[config.mk]
export PLATFORM = sky130hd
export DESIGN_NAME = line_comment_token_splitter
export DESIGN_NICKNAME = d
export VERILOG_FILES = /design/src/rtl/core/lcts_pkg.sv /design/src/rtl/core/lcts_front.sv /design/src/rtl/core/lcts_queue.sv /design/src/rtl/core/lcts_back.sv /design/src/rtl/core/line_comment_token_splitter.sv
export SDC_FILE = /design/constraint.sdc
export NUM_CORES = 1
export LEC_CHECK = 0
export BUFFER_PORTS_ARGS = -buffer_cell sky130_fd_sc_hd__buf_2
export CORE_MARGIN = 1.5
export CORE_UTILIZATION = 30
export DETAILED_ROUTE_END_ITERATION = 10
export PLACE_DENSITY = 0.45
export SYNTH_ARGS = -nofsm -noshare
export SYNTH_HDL_FRONTEND = slang
export SYNTH_SLANG_ARGS = --single-unit
[constraint.sdc]
create_clock -name clock -period 7.6 [get_ports clock]
set_input_delay 0.76 -clock clock [delete_from_list [all_inputs] [get_ports clock]]
set_output_delay 0.76 -clock clock [all_outputs]
set_load 0.02 [all_outputs]
[src/rtl/core/lcts_pkg.sv]
// ----------------------------------------------------------------------------
// lcts_pkg
// Shared types and character codes for the line comment token splitter.
// ----------------------------------------------------------------------------
package lcts_pkg;

   localparam logic [7:0] CH_HASH  = 8'h23;
   localparam logic [7:0] CH_UNDER = 8'h5F;
   localparam logic [7:0] CH_QUOTE = 8'h22;
   localparam logic [7:0] CH_LF    = 8'h0A;
   localparam logic [7:0] CH_CR    = 8'h0D;
   localparam logic [7:0] CH_NUL   = 8'h00;

   // One result beat.
   typedef struct packed {
      logic       err;
      logic       last;
      logic       has;
      logic [7:0] tok_byte;
   } res_type;

   // Queue entry: every result beat one input byte causes.
   typedef struct packed {
      logic    two;
      res_type second;
      res_type first;
   } entry_type;

   typedef struct packed {
      logic full;
      logic empty;
   } q_status_type;

endpackage

[src/rtl/core/lcts_front.sv]
// ----------------------------------------------------------------------------
// lcts_front
// Accepts text bytes, classifies them, keeps the lexer flags and pushes the
// resulting beats into the queue.
// ----------------------------------------------------------------------------
module lcts_front (
   input  logic                  clock,
   input  logic                  reset,
   input  logic                  req_tvalid,
   output logic                  req_tready,
   input  logic [7:0]            req_tdata,
   input  logic                  req_tlast,
   input  lcts_pkg::q_status_type q_status,
   output logic                  push,
   output lcts_pkg::entry_type   push_entry
);

   logic in_string_ff, in_string_in;
   logic token_open_ff, token_open_in;
   logic line_start_ff, line_start_in;
   logic skip_ff, skip_in;
   logic [1:0] n_res;
   logic accept;
   logic blank, punct;
   logic [7:0] c;

   assign c          = req_tdata;
   assign req_tready = !q_status.full;
   assign accept     = req_tvalid && req_tready;
   assign push       = accept && (n_res != 2'd0);

   always_comb begin
      blank = (c == 8'h20) || (c inside {[8'h09:8'h0D]});
      punct = c inside {[8'h21:8'h2F], [8'h3A:8'h40], [8'h5B:8'h60], [8'h7B:8'h7E]};
   end

   always_comb begin
      in_string_in  = in_string_ff;
      token_open_in = token_open_ff;
      line_start_in = line_start_ff;
      skip_in       = skip_ff;
      n_res         = 2'd0;
      push_entry    = '0;
      if (req_tlast || c == lcts_pkg::CH_LF || c == lcts_pkg::CH_CR ||
          (!skip_ff && c == lcts_pkg::CH_NUL)) begin
         // close the open token and any open string
         if (token_open_ff || in_string_ff) begin
            push_entry.first.last = token_open_ff;
            push_entry.first.err  = in_string_ff;
            n_res                 = 2'd1;
         end
         token_open_in = 1'b0;
         in_string_in  = 1'b0;
         if (req_tlast || c != lcts_pkg::CH_NUL) begin
            line_start_in = 1'b1;
            skip_in       = 1'b0;
         end else begin
            skip_in = 1'b1;
         end
      end else if (skip_ff) begin
         // drop the rest of a skipped line
      end else if (line_start_ff && blank) begin
         // leading blanks keep the line start
      end else if (line_start_ff && c == lcts_pkg::CH_HASH) begin
         line_start_in = 1'b0;
         skip_in       = 1'b1;
      end else begin
         line_start_in = 1'b0;
         if (c == lcts_pkg::CH_QUOTE) begin
            in_string_in = !in_string_ff;
         end else if (in_string_ff || !(blank || (punct && c != lcts_pkg::CH_UNDER))) begin
            push_entry.first.tok_byte = c;
            push_entry.first.has      = 1'b1;
            token_open_in             = 1'b1;
            n_res                     = 2'd1;
         end else if (blank) begin
            if (token_open_ff) begin
               push_entry.first.last = 1'b1;
               n_res                 = 2'd1;
            end
            token_open_in = 1'b0;
         end else begin
            // punctuation: optional end marker, then a one-byte token
            if (token_open_ff) begin
               push_entry.first.last      = 1'b1;
               push_entry.second.tok_byte = c;
               push_entry.second.has      = 1'b1;
               push_entry.second.last     = 1'b1;
               push_entry.two             = 1'b1;
               n_res                      = 2'd2;
            end else begin
               push_entry.first.tok_byte = c;
               push_entry.first.has      = 1'b1;
               push_entry.first.last     = 1'b1;
               n_res                     = 2'd1;
            end
            token_open_in = 1'b0;
         end
      end
   end

   always_ff @(posedge clock) begin
      if (reset) begin
         in_string_ff  <= 1'b0;
         token_open_ff <= 1'b0;
         line_start_ff <= 1'b1;
         skip_ff       <= 1'b0;
      end else if (accept) begin
         in_string_ff  <= in_string_in;
         token_open_ff <= token_open_in;
         line_start_ff <= line_start_in;
         skip_ff       <= skip_in;
      end
   end

endmodule

[src/rtl/core/lcts_queue.sv]
// ----------------------------------------------------------------------------
// lcts_queue
// Short first-in first-out queue of result entries between front and back.
// ----------------------------------------------------------------------------
module lcts_queue #(
   parameter int DEPTH = 4
) (
   input  logic                   clock,
   input  logic                   reset,
   input  logic                   push,
   input  lcts_pkg::entry_type    push_entry,
   input  logic                   pop,
   output lcts_pkg::entry_type    head,
   output lcts_pkg::q_status_type q_status
);

   localparam int AW = (DEPTH > 1) ? $clog2(DEPTH) : 1;
   localparam int CW = $clog2(DEPTH + 1);

   lcts_pkg::entry_type slot_ff [DEPTH];
   logic [AW-1:0] wr_ptr_ff, rd_ptr_ff;
   logic [CW-1:0] count_ff;
   logic do_push, do_pop;

   assign q_status.full  = (count_ff == CW'(DEPTH));
   assign q_status.empty = (count_ff == '0);
   assign do_push        = push && !q_status.full;
   assign do_pop         = pop && !q_status.empty;
   assign head           = slot_ff[rd_ptr_ff];

   always_ff @(posedge clock) begin
      if (do_push) begin
         slot_ff[wr_ptr_ff] <= push_entry;
      end
   end

   always_ff @(posedge clock) begin
      if (reset) begin
         wr_ptr_ff <= '0;
         rd_ptr_ff <= '0;
         count_ff  <= '0;
      end else begin
         if (do_push) begin
            wr_ptr_ff <= (wr_ptr_ff == AW'(DEPTH - 1)) ? '0 : wr_ptr_ff + 1'b1;
         end
         if (do_pop) begin
            rd_ptr_ff <= (rd_ptr_ff == AW'(DEPTH - 1)) ? '0 : rd_ptr_ff + 1'b1;
         end
         if (do_push && !do_pop) begin
            count_ff <= count_ff + 1'b1;
         end else if (do_pop && !do_push) begin
            count_ff <= count_ff - 1'b1;
         end
      end
   end

endmodule

[src/rtl/core/lcts_back.sv]
// ----------------------------------------------------------------------------
// lcts_back
// Drains queue entries and sends their beats, one per cycle while rsp_ is
// not stalled, through the output register.
// ----------------------------------------------------------------------------
module lcts_back (
   input  logic                   clock,
   input  logic                   reset,
   input  lcts_pkg::q_status_type q_status,
   input  lcts_pkg::entry_type    head,
   output logic                   pop,
   output logic                   rsp_tvalid,
   input  logic                   rsp_tready,
   output logic [7:0]             rsp_tdata,
   output logic [1:0]             rsp_tuser,
   output logic                   rsp_tlast
);

   logic              out_vld_ff;
   lcts_pkg::res_type out_res_ff;
   logic              sec_vld_ff;
   lcts_pkg::res_type sec_res_ff;
   logic              advance;

   assign advance = !out_vld_ff || rsp_tready;
   assign pop     = advance && !sec_vld_ff && !q_status.empty;

   assign rsp_tvalid = out_vld_ff;
   assign rsp_tdata  = out_res_ff.tok_byte;
   assign rsp_tuser  = {out_res_ff.err, out_res_ff.has};
   assign rsp_tlast  = out_res_ff.last;

   always_ff @(posedge clock) begin
      if (reset) begin
         out_vld_ff <= 1'b0;
         sec_vld_ff <= 1'b0;
      end else if (advance) begin
         if (sec_vld_ff) begin
            out_vld_ff <= 1'b1;
            sec_vld_ff <= 1'b0;
         end else if (!q_status.empty) begin
            out_vld_ff <= 1'b1;
            sec_vld_ff <= head.two;
         end else begin
            out_vld_ff <= 1'b0;
         end
      end
   end

   always_ff @(posedge clock) begin
      if (advance) begin
         if (sec_vld_ff) begin
            out_res_ff <= sec_res_ff;
         end else if (!q_status.empty) begin
            out_res_ff <= head.first;
            sec_res_ff <= head.second;
         end
      end
   end

endmodule

[src/rtl/core/line_comment_token_splitter.sv]
// ----------------------------------------------------------------------------
// line_comment_token_splitter
// Streaming tokenizer with string mode and line comments: one text byte in,
// zero to two token beats out.
// ----------------------------------------------------------------------------
//  channel  | dir | tdata               | tuser                     | tlast
//  req_     | in  | [7:0] text_byte     | -                         | end_of_input
//  rsp_     | out | [7:0] token_byte    | [0] has_byte, [1] error   | token_last
//
//  A byte is taken every cycle the queue has room; the flag update in the
//  front decides its beats in the same cycle; they pass the queue and the
//  output register to rsp_. A byte that ends a token with punctuation yields
//  two beats, so the back end sends two beats for one byte: the output port
//  limits sustained rate to one beat per cycle. Reset is synchronous, active
//  high, and clears the flags, the queue and the output register. A stall at
//  rsp_ fills the queue (QUEUE_DEPTH entries) before req_tready drops.
// ----------------------------------------------------------------------------
module line_comment_token_splitter #(
   parameter int QUEUE_DEPTH = 4
) (
   input  logic       clock,
   input  logic       reset,
   input  logic       req_tvalid,
   output logic       req_tready,
   input  logic [7:0] req_tdata,   // [7:0] text_byte
   input  logic       req_tlast,
   output logic       rsp_tvalid,
   input  logic       rsp_tready,
   output logic [7:0] rsp_tdata,   // [7:0] token_byte
   output logic [1:0] rsp_tuser,   // [0] has_byte, [1] open_string_error
   output logic       rsp_tlast
);

   // queue handshake between the two halves
   lcts_pkg::q_status_type q_status;
   lcts_pkg::entry_type    push_entry;
   lcts_pkg::entry_type    head;
   logic                   push;
   logic                   pop;

   // classify each byte and keep the lexer flags
   lcts_front u_front (
      .clock      (clock),
      .reset      (reset),
      .req_tvalid (req_tvalid),
      .req_tready (req_tready),
      .req_tdata  (req_tdata),
      .req_tlast  (req_tlast),
      .q_status   (q_status),
      .push       (push),
      .push_entry (push_entry)
   );

   // decouple front from back so each can stall on its own
   lcts_queue #(
      .DEPTH (QUEUE_DEPTH)
   ) u_queue (
      .clock      (clock),
      .reset      (reset),
      .push       (push),
      .push_entry (push_entry),
      .pop        (pop),
      .head       (head),
      .q_status   (q_status)
   );

   // serialise entries into beats and hold them under backpressure
   lcts_back u_back (
      .clock      (clock),
      .reset      (reset),
      .q_status   (q_status),
      .head       (head),
      .pop        (pop),
      .rsp_tvalid (rsp_tvalid),
      .rsp_tready (rsp_tready),
      .rsp_tdata  (rsp_tdata),
      .rsp_tuser  (rsp_tuser),
      .rsp_tlast  (rsp_tlast)
   );

endmodule

==> impl_metrics.py, run 1 <==
metrics = {
    "yosys": {
        "ys_seq_area_share_pct": 67.07,
        "synth.distinct_cells": 56,
        "synth_fa_ha_area_share_pct": 2.693,
        "synthTopCellsByCount": "edfxtp_1, nor2_1, mux4_2",
        "syn_inst": 314,
        "synth_top_area_share_pct": 60.98,
        "synthMuxAreaShare_pct": 11.89,
        "async_flop_share_pct": 0,
        "avgSynthCellArea_um2": 15.68,
        "synth_top_family_by_area": "multiplexers",
        "synth_compound_area_share_pct": 5.285,
        "synth.area.top_cells": "edfxtp_1, mux4_2, dfxtp_1",
        "synth-xor-area-share_pct": 0.3557,
        "synth_most_common_cell": "edfxtp_1",
        "synth_enable_flop_cells": 100,
        "synth-warning-count": 0,
        "synth_flop_cell": "edfxtp_1",
        "synth.largest_area_cell": "edfxtp_1",
        "ys_seq_elements": 115,
        "yosys.area_share.simple_pct": 9.705,
        "syn-cell-area_um2": 4925,
    },
    "global_routing": {
        "grt.overflow.total": 0,
        "grt_pass1_wl_mm": 15.87,
        "antenna_found_initial": 0,
        "grt_pass1_vias": 2793,
        "grt_max_degree": 21,
        "grt_usage_pct": 12.50,
    },
    "place": {
        "placed_area_um2": 5308,
        "dp.final_hpwl_mm": 6.288,
        "place.gp.congestion": 0.7317,
        "io_buffers": 25,
    },
    "clocking": {
        "post-cts-setup-buffers": 0,
        "insertion_delay_ns": 0.40,
        "hold_buffers": 0,
        "cts.repair.resized": 0,
        "cts_sinks": 115,
        "numCtsBuffers": 17,
        "ctsRootBufferMaster": "clkbuf_16",
        "htree_levels": 4,
        "clk_pin_slew_worst_paths_ns": 0.05,
        "cts_tree": "done",
        "clockBufferDepth": 2,
    },
    "hold_path": {
        "hold-path-cell-count": 2,
        "min_to": "u_queue.wr_ptr_ff[1]",
        "min_path_type": "flip-flop to flip-flop",
        "min_from": "u_queue.wr_ptr_ff[1]",
    },
    "sta": {
        "finClkSkew_ns": 0.005991,
        "maxSlewHeadroom_pct": 25.30,
        "finalMaxSlewViolations": 0,
        "hold_ws_ns": 0.5280,
        "period_share_pct": 47.69,
        "tns_ns": 0,
        "timing.fmax_mhz": 275.9,
        "tightest_slew_ns": 1.119,
        "finalCriticalPeriod_ns": 3.625,
        "rsz0062_at_grt": "no",
        "final_hold_viol_count": 0,
        "final-setup-viol-count": 0,
    },
    "finish": {
        "post-route-util_pct": 36.49,
        "stdcell_area_um2": 5817,
        "syn2layout_area_growth_pct": 18.11,
        "diodes": 0,
        "ff_latch_area_um2": 3303,
        "multi_input_area_um2": 1489,
        "fill_cells": 1535,
        "nNetsFinal": 378,
        "layout-drive-gt1-share_pct": 24.80,
    },
    "route": {
        "drt_iter0_drc": 138,
        "vias": 2719,
        "ant_nets": 0,
        "viasPerCell": 4.664,
        "first_pass_iters": 4,
        "wl_per_cell_um": 17.08,
        "drt-total-wl_mm": 9.959,
        "drc": 0,
    },
    "outcome": {
        "status": "complete, no violations",
    },
    "floorplan": {
        "ios": 26,
        "die_w_um": 131.1,
        "dieArea_um2": 17190,
        "start_util_pct": 30.89,
        "die_height_um": 131.1,
        "rows": 46,
        "core_area_um2": 15940,
    },
    "pwr": {
        "power_density_nw_per_um2": 342.2,
        "ir_worst_vdd_mv": 0.1477,
        "power_leakage_nw": 2.041,
    },
    "worst_setup_path": {
        "path_buf_inv": 3,
        "worstSetupPathType": "input pin to flip-flop",
        "r2r_end": "u_queue.count_ff[2]",
        "critical_path.max_fanout": 13,
        "cp-end-kind": "flip-flop",
        "reg2reg_slack_ns": 4.54,
        "crit_slowest_cell": "or4b_1",
        "r2r_start": "u_front.skip_ff",
        "cp_top_family": "simple AND/OR/NAND/NOR gates",
        "crit_path_cell_trace": "buf_2 > or4b_1 > a21oi_1 > o21ai_1 > ha_1 > nor3b_1 > a21o_4 > inv_2 > ha_1 > inv_1 > fa_1 > xor2_1 > or3_1 > a21oi_1",
        "critPathLaunchType": "input pin",
        "worstRegToRegCells": 12,
        "worst_ep_arrival_time_ns": 3.96,
        "critPathRequiredTime_ns": 7.94,
        "cpPeakStageDelay_ns": 0.52,
    },
    "flow_run": {
        "max_cap_viol_count": 0,
    },
}
-- metrics by stage --
stage | total power, mW | worst slack [ns] | instances
after global placement | 1.323 | 3.649 | 552
after global routing | 2.095 | 3.728 | 583
after CTS | 2.026 | 3.972 | 583
after floorplan | 1.187 | 3.867 | 317
after detailed placement | 1.330 | 3.567 | 552
final | 1.991 | 3.975 | 583
-- registers in the layout, summed over array words and instances (netlist names), named ones only --
register	cells
u_front.line_start_ff	1
u_queue.slot_ff	80
u_queue.wr_ptr_ff	2
u_back.rsp_tuser	2
u_back.rsp_tvalid	1
u_back.rsp_tdata	8
u_front.token_open_ff	1
u_front.in_string_ff	1
u_front.skip_ff	1
u_back.sec_res_ff	9
u_back.rsp_tlast	1
u_back.sec_vld_ff	1
u_queue.rd_ptr_ff	2
u_queue.count_ff	3
-- area by class of cell --
class | count | share of cell area, %
inverters | 20 | 1.291
clock inverters | 9 | 1.119
flip-flops and latches | 115 | 56.79
clock buffers | 22 | 7.636
multi-input cells | 170 | 25.60
repair buffers | 31 | 2.925
well taps | 216 | 4.646
-- metal layers --
layer	wire length (um)	track usage [%]	vias to the layer above
li1	-	-	1290
met1	4729	15.91	1379
met2	4794	19.66	39
met3	276	3.665	11
met4	159	5.805	0
met5	0	0	-
-- worst min-delay path, delay by kind of cell, from the launching register on --
kind | cells | cell delay, ns
DFF | 1 | 0.33
muxes | 1 | 0.06
and+or+nand+nor | 1 | 0.08
-- cell families (layout without fill, tap and decap cells) --
logic type | count (synthesis) | in the layout
DFF | 115 | 115
adders and majority gates | 10 | 10
other | 1 | 4
muxes | 32 | 32
xor gates and xnor gates | 2 | 2
AOI/OAI and AO/OA | 36 | 36
and+or+nand+nor | 86 | 86
buffers and inverters | 32 | 82
-- layout by cell type (no fill, tap or decap), types with 3 or more instances in the layout --
cell type and n:
nor2b_1 3, a21oi_1 7, dfxtp_1 15, buf_4 6
clkbuf_1 5, o21ai_0 8, edfxtp_1 100, mux2_2 8
clkinv_2 4, clkinv_1 4, mux4_2 20, nor3_1 11
ha_1 9, nand2_1 9, clkbuf_16 17, buf_2 25
and2_1 12, mux2i_1 3, conb_1 4, nand3_1 4
o211ai_1 4, inv_1 19, nor2_1 24
-- worst max path at each step --
| stage | start | cells after the start | to | slack [ns] |
|---|---|---|---|---|
| final | req_tdata[1] | 14 | u_queue.count_ff[2] | 3.98 |
| after global routing | req_tdata[2] | 14 | u_queue.count_ff[2] | 3.73 |
| after CTS | req_tdata[1] | 14 | u_queue.count_ff[2] | 3.97 |
| after detailed placement | req_tdata[1] | 14 | u_queue.count_ff[2] | 3.57 |
| after global placement | req_tdata[1] | 14 | u_queue.count_ff[2] | 3.65 |
| after floorplan | req_tdata[3] | 14 | u_queue.count_ff[2] | 3.87 |
-- power breakdown --
group / switching, mW / leakage (nW) / internal [mW] / total (mW)
clock network: 0.249 / 0.251 / 0.438 / 0.687
registers: 0.0600 / 1.08 / 0.826 / 0.886
logic: 0.235 / 0.714 / 0.183 / 0.417
No activity file was read; power rests on OpenSTA's default activity.
==> run 2, diff against run 1 <==
Settings changed: PLACE_DENSITY 0.45 to 0.47.
Clock period 7.6 ns to 3.3 ns, I/O delays scaled along.
==> impl_metrics.py, run 2 (synthesis results as in run 1) <==
metrics = {
    "pwr": {
        "power_density_nw_per_um2": 779.8,
        "ir_worst_vdd_mv": 0.3531,
        "power_leakage_nw": 2.111,
    },
    "global_routing": {
        "grt_usage_pct": 12.13,
        "grt_pass1_vias": 2850,
        "antenna_found_initial": 0,
        "grt.overflow.total": 0,
        "grt_max_degree": 21,
        "grt_pass1_wl_mm": 15.54,
    },
    "sta": {
        "maxSlewHeadroom_pct": 44.00,
        "finClkSkew_ns": 0.006816,
        "rsz0062_at_grt": "no",
        "tightest_slew_ns": 0.8389,
        "period_share_pct": 92.46,
        "timing.fmax_mhz": 327.7,
        "finalMaxSlewViolations": 0,
        "finalCriticalPeriod_ns": 3.051,
        "final-setup-viol-count": 0,
        "final_hold_viol_count": 0,
        "hold_ws_ns": 0.2635,
    },
    "clocking": {
        "cts_sinks": 115,
        "ctsRootBufferMaster": "clkbuf_16",
        "numCtsBuffers": 17,
        "cts.repair.resized": 0,
        "clockBufferDepth": 2,
        "post-cts-setup-buffers": 0,
        "htree_levels": 4,
        "insertion_delay_ns": 0.41,
        "cts_tree": "done",
        "clk_pin_slew_worst_paths_ns": 0.05,
        "hold_buffers": 0,
    },
    "finish": {
        "stdcell_area_um2": 5929,
        "nNetsFinal": 392,
        "top_register": "u_queue.slot_ff",
        "fill_cells": 1542,
        "layout-drive-gt1-share_pct": 27.75,
        "syn2layout_area_growth_pct": 20.40,
        "layout_commonest_cell": "edfxtp_1",
        "layout.cells.most_common_list": "edfxtp_1, buf_2, nor2_1, mux4_2, buf_4",
        "diodes": 0,
        "largest_reg_flops": 80,
    },
    "floorplan": {
        "die_height_um": 131.1,
        "ios": 26,
        "dieArea_um2": 17190,
        "rows": 46,
        "start_util_pct": 30.89,
        "core_area_um2": 15940,
        "die_w_um": 131.1,
    },
    "hold_path": {
        "min_path_type": "input pin to flip-flop",
        "hold-path-cell-count": 4,
    },
    "worst_setup_path": {
        "crit_path_cell_trace": "or4_1 > a211o_1 > a21oi_2 > nor3b_1 > a21o_4 > inv_2 > ha_1 > inv_1 > fa_1 > xor2_1 > or3_1 > a21oi_1",
        "cp_top_family": "simple AND/OR/NAND/NOR gates",
        "worstRegToRegCells": 12,
        "cpPeakStageDelay_ns": 0.55,
        "cp-end-kind": "flip-flop",
        "cp.depth": 12,
        "critical_path.max_fanout": 5,
        "worstSetupPathType": "flip-flop to flip-flop",
        "critPathRequiredTime_ns": 3.64,
        "worst_ep_arrival_time_ns": 3.39,
        "reg2reg_slack_ns": 0.25,
        "path_buf_inv": 2,
        "crit_slowest_cell": "or4_1",
        "critPathLaunchType": "flip-flop",
    },
    "route": {
        "wl_per_cell_um": 16.21,
        "met1_length_mm": 4.447,
        "route.met3.wl_um": 439,
        "first_pass_iters": 4,
        "top_layer_used": "met4",
        "ant_nets": 0,
        "drt-total-wl_mm": 9.696,
        "vias": 2784,
        "drc": 0,
        "viasPerCell": 4.656,
        "drt_iter0_drc": 172,
        "wl_met2_mm": 4.627,
    },
    "flow_run": {
        "max_cap_viol_count": 0,
    },
    "place": {
        "dp.final_hpwl_mm": 6.302,
        "place.gp.congestion": 0.7782,
        "placed_area_um2": 5416,
        "io_buffers": 25,
    },
    "outcome": {
        "status": "complete, no violations",
    },
}
-- run 2: path summary, 6_finish.rpt --
| check | startpoint | endpoint |
|---|---|---|
| worst max-delay path | u_front.skip_ff | u_queue.count_ff[2] |
| worst min-delay path | rsp_tready | u_back.rsp_tvalid |
| worst max register to register | u_front.skip_ff | u_queue.count_ff[2] |
| worst min register to register | u_queue.wr_ptr_ff[1] | u_queue.wr_ptr_ff[1] |
-- run 2: per-layer routing --
metal | global-route usage, % | vias up
met3 | 4.051 | 13
met2 | 18.87 | 57
met5 | 0 | -
li1 | - | 1320
met1 | 15.34 | 1394
met4 | 5.556 | 0
-- run 2: cell type report --
type | count | area [um^2] | area share [%]
multi-input cells | 170 | 1493 | 25.17
clock buffers | 24 | 451.7 | 7.618
repair buffers | 45 | 275.3 | 4.642
flip-flops and latches | 115 | 3303 | 55.71
inverters | 20 | 75.07 | 1.266
clock inverters | 8 | 61.31 | 1.034
well taps | 216 | 270.3 | 4.558
-- run 2: report_power, final --
| group | internal, mW | switching [mW] | total (mW) |
|---|---|---|---|
| clock network | 1.02 | 0.578 | 1.59 |
| logic | 0.455 | 0.564 | 1.02 |
| registers | 1.90 | 0.109 | 2.01 |
| total | 3.37 | 1.25 | 4.62 |
-- run 2: through the flow --
step                      utilization [%]  setup TNS (ns)  setup WS [ns]  std cells  total power [mW]
final                               37.19               0         0.2488        598             4.624
after global routing                37.19               0         0.1127        598             4.868
after CTS                           37.19               0         0.2515        598             4.705
after detailed placement            33.97        -0.07505       -0.07505        566             3.095
after global placement              33.97        -0.01114       -0.01114        566             3.085
after floorplan                         -               0        0.03050        317             2.734
-- run 2: worst min-delay path: cells and delay by family --
kind,cells,cell delay (ns)
and+or+nand+nor,3,0.22
buffers and inverters,1,0.07
